File: config.mk
export PLATFORM = sky130hd
export DESIGN_NAME = lsenm_regs
export DESIGN_NICKNAME = d
export VERILOG_FILES = /design/src/rtl/lsenm_pkg.sv /design/src/rtl/lsenm_regs.sv
export SDC_FILE = /design/constraint.sdc
export NUM_CORES = 1
export LEC_CHECK = 0
export BUFFER_PORTS_ARGS = -buffer_cell sky130_fd_sc_hd__buf_2
export CELL_PAD_IN_SITES_DETAIL_PLACEMENT = 1
export CELL_PAD_IN_SITES_GLOBAL_PLACEMENT = 1
export CORE_MARGIN = 2
export CORE_UTILIZATION = 33
export CTS_BUF_LIST = sky130_fd_sc_hd__clkbuf_2
export DETAILED_ROUTE_END_ITERATION = 7
export PLACE_DENSITY = 0.89
export SYNTH_ARGS = -nofsm -noshare
export SYNTH_HDL_FRONTEND = slang
export SYNTH_SLANG_ARGS = --single-unit
File: constraint.sdc
create_clock -name clock -period 1.7 [get_ports clock]
set_clock_uncertainty 0.15 [all_clocks]
set_input_delay 0.34 -clock clock [delete_from_list [all_inputs] [get_ports clock]]
set_output_delay 0.34 -clock clock [all_outputs]
set_load 0.01 [all_outputs]
File: src/rtl/lsenm_pkg.sv
// Shared types, constants and the arctangent table of the laser scan edge noise mask.
`timescale 1ns / 1ps

package lsenm_pkg;

   // Window geometry
   localparam int MAX_MASK  = 15;
   localparam int WIN       = 2 * MAX_MASK + 1;
   localparam int HOLD_N    = MAX_MASK + 1;
   localparam int CNT_W     = $clog2(HOLD_N);
   localparam int MW        = $clog2(WIN + MAX_MASK + 1);

   // Field widths
   localparam int RANGE_W   = 24;
   localparam int INC_CFG_W = 16;
   localparam int SPAN_W    = 4;
   localparam int STEP_W    = 32;

   // Fixed point of the angle datapath
   localparam int FRAC_W      = 30;
   localparam int PROD_W      = STEP_W + RANGE_W + 1;
   localparam int XW          = 60;
   localparam int ZW          = 34;
   localparam int CORDIC_N    = 30;
   localparam int ROUND_SHIFT = 17;
   localparam int INC_W       = ZW - ROUND_SHIFT;
   localparam int PI_Q13      = 25736;

   localparam logic signed [ZW-1:0] HALF_PI_Z  = ZW'(64'd1686629713);
   localparam logic signed [ZW-1:0] PI_Z       = ZW'(64'(PI_Q13) << ROUND_SHIFT);
   localparam logic signed [ZW-1:0] ROUND_BIAS = ZW'(64'd65536);

   // atan(2^-i) in Q2.30, rounded to nearest
   localparam logic [31:0] ATAN_Q30 [CORDIC_N] = '{
      32'd843314857, 32'd497837829, 32'd263043837, 32'd133525159, 32'd67021687,
      32'd33543516,  32'd16775851,  32'd8388437,   32'd4194283,   32'd2097149,
      32'd1048576,   32'd524288,    32'd262144,    32'd131072,    32'd65536,
      32'd32768,     32'd16384,     32'd8192,      32'd4096,      32'd2048,
      32'd1024,      32'd512,       32'd256,       32'd128,       32'd64,
      32'd32,        32'd16,        32'd8,         32'd4,         32'd2
   };

   // Configuration port
   localparam int NUM_REGS = 8;
   localparam int ADDR_W   = $clog2(NUM_REGS * 4);
   localparam int DATA_W   = 32;

   typedef enum logic [2:0] {
      REG_MIN_INCLINE     = 3'd0,
      REG_MAX_INCLINE     = 3'd1,
      REG_MASK_SPAN       = 3'd2,
      REG_MIN_VALID_RANGE = 3'd3,
      REG_MAX_VALID_RANGE = 3'd4,
      REG_SIN_STEP        = 3'd5,
      REG_COS_STEP        = 3'd6,
      REG_ERROR_VALUE     = 3'd7
   } reg_index_type;

   typedef struct packed {
      logic signed [INC_CFG_W-1:0] min_incline;
      logic signed [INC_CFG_W-1:0] max_incline;
      logic [SPAN_W-1:0]           mask_span;
      logic [RANGE_W-1:0]          min_valid_range;
      logic [RANGE_W-1:0]          max_valid_range;
      logic signed [STEP_W-1:0]    sin_step;
      logic signed [STEP_W-1:0]    cos_step;
      logic [RANGE_W-1:0]          error_value;
   } cfg_type;

   // Item leaving the angle pipeline towards the window
   typedef struct packed {
      logic [RANGE_W-1:0] range;
      logic               eos;
      logic               incline_bad;
      logic               range_bad;
   } front_item_type;

   // Result item held in the output queue
   typedef struct packed {
      logic [RANGE_W-1:0] range;
      logic               masked;
      logic               last;
   } out_item_type;

   localparam int FIFO_DEPTH = 4;
   localparam int FPTR_W     = $clog2(FIFO_DEPTH);
   localparam int FCNT_W     = $clog2(FIFO_DEPTH + 1);

endpackage

File: src/rtl/lsenm_regs.sv
// Configuration register file with its APB-style access port.
`timescale 1ns / 1ps

module lsenm_regs (
   input  logic                         clock,
   input  logic                         reset,
   input  logic                         csr_psel,
   input  logic                         csr_penable,
   input  logic                         csr_pwrite,
   input  logic [lsenm_pkg::ADDR_W-1:0] csr_paddr,
   input  logic [lsenm_pkg::DATA_W-1:0] csr_pwdata,
   output logic [lsenm_pkg::DATA_W-1:0] csr_prdata,
   output logic                         csr_pready,
   output lsenm_pkg::cfg_type           cfg
);
   import lsenm_pkg::*;

   cfg_type       cfg_ff;
   reg_index_type index;
   logic          wr_en;

   assign csr_pready = 1'b1;
   assign index      = reg_index_type'(csr_paddr[ADDR_W-1:2]);
   assign wr_en      = csr_psel && csr_penable && csr_pwrite && csr_pready;
   assign cfg        = cfg_ff;

   // Register writes in the access cycle.
   always_ff @(posedge clock) begin
      if (reset) begin
         cfg_ff <= '{
            min_incline:     INC_CFG_W'(0),
            max_incline:     INC_CFG_W'(0),
            mask_span:       SPAN_W'(0),
            min_valid_range: RANGE_W'(0),
            max_valid_range: RANGE_W'(0),
            sin_step:        STEP_W'(0),
            cos_step:        STEP_W'(32'd1073741824),
            error_value:     RANGE_W'(4)
         };
      end else if (wr_en) begin
         case (index)
            REG_MIN_INCLINE:     cfg_ff.min_incline     <= csr_pwdata[INC_CFG_W-1:0];
            REG_MAX_INCLINE:     cfg_ff.max_incline     <= csr_pwdata[INC_CFG_W-1:0];
            REG_MASK_SPAN:       cfg_ff.mask_span       <= csr_pwdata[SPAN_W-1:0];
            REG_MIN_VALID_RANGE: cfg_ff.min_valid_range <= csr_pwdata[RANGE_W-1:0];
            REG_MAX_VALID_RANGE: cfg_ff.max_valid_range <= csr_pwdata[RANGE_W-1:0];
            REG_SIN_STEP:        cfg_ff.sin_step        <= csr_pwdata[STEP_W-1:0];
            REG_COS_STEP:        cfg_ff.cos_step        <= csr_pwdata[STEP_W-1:0];
            REG_ERROR_VALUE:     cfg_ff.error_value     <= csr_pwdata[RANGE_W-1:0];
            default: begin
            end
         endcase
      end
   end

   // Read-back of the raw register bits.
   always_comb begin
      case (index)
         REG_MIN_INCLINE:     csr_prdata = {{(DATA_W-INC_CFG_W){1'b0}}, cfg_ff.min_incline};
         REG_MAX_INCLINE:     csr_prdata = {{(DATA_W-INC_CFG_W){1'b0}}, cfg_ff.max_incline};
         REG_MASK_SPAN:       csr_prdata = {{(DATA_W-SPAN_W){1'b0}}, cfg_ff.mask_span};
         REG_MIN_VALID_RANGE: csr_prdata = {{(DATA_W-RANGE_W){1'b0}}, cfg_ff.min_valid_range};
         REG_MAX_VALID_RANGE: csr_prdata = {{(DATA_W-RANGE_W){1'b0}}, cfg_ff.max_valid_range};
         REG_SIN_STEP:        csr_prdata = cfg_ff.sin_step;
         REG_COS_STEP:        csr_prdata = cfg_ff.cos_step;
         REG_ERROR_VALUE:     csr_prdata = {{(DATA_W-RANGE_W){1'b0}}, cfg_ff.error_value};
         default:             csr_prdata = '0;
      endcase
   end

endmodule

==> parameters.txt <==
Parameter                              Value

Outcome
  Result of the run    finished, violations left
  Violated checks    negative setup slack

Critical path
  Element type at the critical path start    flip-flop
  Critical register-to-register path endpoint    cfg[87]$_SDFFE_PP0P_
  Kind of cell adding the most delay to the critical path    compound AO/OA/AOI/OAI gates
  Crit path buffers/inverters    1
  Data required time at the worst endpoint    between 1 and 1.5 ns
  Critical Path Fanout Max    3
  Setup slack of the worst register-to-register path    ~0.050 ns
  Endpoint type of the worst setup path    primary output
  Crit path arrival time    roughly 2.1 ns
  Slowest CP cell    a222oi_1
  Count of cells along the worst register-to-register path    5
  Worst stage delay on the critical path    0.52 ns
  Reg2reg start    cfg[87]$_SDFFE_PP0P_
  Ordered list of cells on the worst path    nand3b_1 -> o21ai_0 -> a222oi_1 -> nor2_1 -> buf_2
  CP Class    flip-flop to primary output

Finish
  Final Instance Area    approximately 13000 sq um
  Fin nets    between 1000 and 1500
  Layout overhead on the synthesized area    76.45%
  Commonest non-fill, non-tap cell in the layout    nand2_1
  Commonest cells after routing, fill and taps aside    nand2_1, buf_6, a21oi_1
  Share of cells above drive strength 1    0.5335
  Flip-flop count of the largest register after layout    172

Clock tree
  CTS clock-pin slew for the worst setup and hold paths    0.30 ns
  TritonCTS clock tree    done
  Deepest level of the CTS H-tree    4
  Master cell of the clock root buffer    clkbuf_2
  Max Buffers Root-to-Sink    2
  Clk_lat worst skew    about 0.77 ns
  Clock Sink Count    172
  TritonCTS buffer count    17

STA
  Number of slew-limit violations in the final report    0
  Transition time of the tightest slew-check pin    0.5632 ns
  Final critical-path setup slack    -0.9077 ns
  Count of final setup violators    about 210
  Final hold slack    slightly below 0.07 ns
  Slew headroom    0.6246
  Final worst-path cycle share    1.534
  Tmin final    between 2 and 3 ns
  Unrepaired setup endpoints after global routing    yes
  Upper clock frequency limit    383.5 MHz
  Final Hold Violating Endpoints    0

Drt
  DR pass1 iterations    5
  Vias after detailed routing    10450
  Count of nets left with antenna violations after detail routing    0
  Routed wirelength normalized by instance count    28.83 um
  DRC violation count after routing    0
  DRC marker count from the first detailed-route iteration    1052
  Vias/cell    6.119
  Final routed wirelength across all metal layers    49210 um

Power
  Worst IR drop on VDD    0.3385 mV
  Static leakage power    0.005377 uW
  Power consumption    7241 uW
  PwrDens    550.0 nW/um^2

Worst hold path
  Hold crit path type    input pin to flip-flop
  End of the worst hold path    cfg[111]$_SDFFE_PP0P_
  WHS Path Cells    6
  Hold path startpoint    csr_pwrite

Logic synthesis
  Cell count after synthesis    about 970
  Synthesized flop and latch total    172
  Synth unique cells    43
  Count of warnings emitted by yosys    0
  Share of synthesized area occupied by flip-flops and latches    0.4615
  Syn Std Cell Area    7461 sq um
  Synthesized area divided by synthesized cell count    7.708 sq um
  Number of nets in the synthesized netlist    slightly above 1000

Floorplan
  Die Width    154.4 um
  Placeable core region    22430 sq um
  Floorplan die area    23830 sq um
  Die height    154.4 um
  Cell row count    55
  Starting utilization of the core area    0.3326
  Number of placed I/O pins    247

Placed design
  Placed wire-length estimate after detailed placement    23910 um
  Cell area reported after detailed placement    9673 sq um
  Quantity of I/O buffers inserted on ports    approximately 240
  Global placer's final weighted congestion    around 0.86

GRT
  Pin count of the biggest net entering global routing    just over 60
  Via count of the first global-routing pass    a little over 10000
  Antenna violations before repair    5
  Overall global routing resource usage    0.3429
  Remaining Overflow, GRT    0
  Global-route wire length before repair    62190 um

Flow run
  Count of maximum capacitance violations    0
==> cell type report <==
| type | count | area [sq um] |
|---|---|---|
| Clock inverter | 12 | 100.1 |
| Timing Repair Buffer | 497 | 4810 |
| Fill cell | 2605 | 9269 |
| Tap cell | 285 | 356.6 |
| Antenna cell | 5 | 12.51 |
| Clock buffer | 19 | 95.09 |
| Inverter | 3 | 11.26 |
| Multi-Input combinational cell | 714 | 4029 |
| Sequential cell | 172 | 3751 |
==> metrics by stage <==
| step | TNS [ns] | cells | utilization | setup slack, ns |
|---|---|---|---|---|
| after global placement | -29.22 | 1517 | 0.4312 | -0.4947 |
| final | -47.71 | 1707 | 0.5868 | -0.9077 |
| after CTS | -45.34 | 1652 | 0.5427 | -0.8876 |
| after floorplan | -0.7849 | 968 | - | -0.1193 |
| after detailed placement | -43.17 | 1517 | 0.4312 | -0.5714 |
| after global routing | -54.96 | 1706 | 0.5867 | -1.002 |
==> synthesized netlist by cell type (all sizes together) <==
master   count  area share
nand4b       1      0.0032
nor2        31       0.020
nand2      372        0.19
o21ai       20       0.013
mux2         4      0.0065
o32ai        1      0.0012
a22o         4      0.0047
a21oi      184        0.12
a221oi      11       0.013
and4b        1      0.0013
nand3b       3      0.0030
and4         1      0.0012
inv          3      0.0015
conb         1     0.00050
nand2b       3      0.0025
o22a        12       0.014
o221a        3      0.0045
and3         1     0.00084
nand3        5      0.0047
a222oi       1      0.0013
clkbuf      32       0.016
and2         2      0.0017
nand4        1     0.00084
nor2b        7      0.0059
nor3         1      0.0022
mux4         8       0.024
mux2i       13       0.017
dfxtp      172        0.46
o22ai        4      0.0034
o2bb2ai      3      0.0035
a22oi       16       0.016
buf         47       0.039
==> cell families after synthesis <==
logic type,after synthesis,synth area share
buf+inv,82,0.05651
compound gates,259,0.1986
flops,172,0.4615
other cells,1,0.0005026
mux,25,0.04813
simple gates,429,0.2348
==> report_power, final <==
| group | internal [uW] | switching (uW) | total [uW] |
|---|---|---|---|
| Clock | 517 | 1620 | 2140 |
| Sequential | 4020 | 36.5 | 4060 |
| Combinational | 423 | 628 | 1050 |
==> routing by layer <==
| metal | part of all wire | up-vias | wire length (um) | global-route usage |
|---|---|---|---|---|
| met1 | 0.37 | 5097 | 18070 | 0.3954 |
| met3 | 0.099 | 318 | 4877 | 0.09218 |
| li1 | - | 4143 | - | - |
| met4 | 0.075 | 2 | 3709 | 0.2086 |
| met2 | 0.46 | 885 | 22540 | 0.5704 |
| met5 | 0.00016 | - | 8 | 0 |
==> timing repair <==
| item | 4_1_cts | 5_1_grt |
|---|---|---|
| cloned | 0 | 1 |
| endpoints found under the setup margin | 204 | 209 |
| hold buffers | 39 | 0 |
| pin swaps | 27 | 22 |
| setup buffers | 68 | 84 |
| resized for setup | 434 | 167 |
| hold endpoints to repair | 172 | 0 |
==> tightest hold or removal path, delay by kind of cell <==
family          cells  cell delay, ns
simple gates        3            0.33
buf+inv             2            0.30
compound gates      1            0.05
==> worst max-delay path by stage <==
| stage | depth (start not counted) | slack [ns] | start | end |
|---|---|---|---|---|
| after floorplan | 6 | -0.12 | csr_paddr[2] | csr_prdata[3] |
| after global placement | 7 | -0.49 | csr_paddr[3] | csr_prdata[14] |
| after detailed placement | 7 | -0.57 | csr_paddr[3] | csr_prdata[6] |
| after CTS | 5 | -0.89 | cfg[27]$_SDFFE_PP0P_ | csr_prdata[3] |
| after global routing | 5 | -1.00 | cfg[127]$_SDFFE_PP0P_ | csr_prdata[15] |
| final | 5 | -0.91 | cfg[127]$_SDFFE_PP0P_ | csr_prdata[15] |
Note: power is estimated with default switching activity, not from simulation.
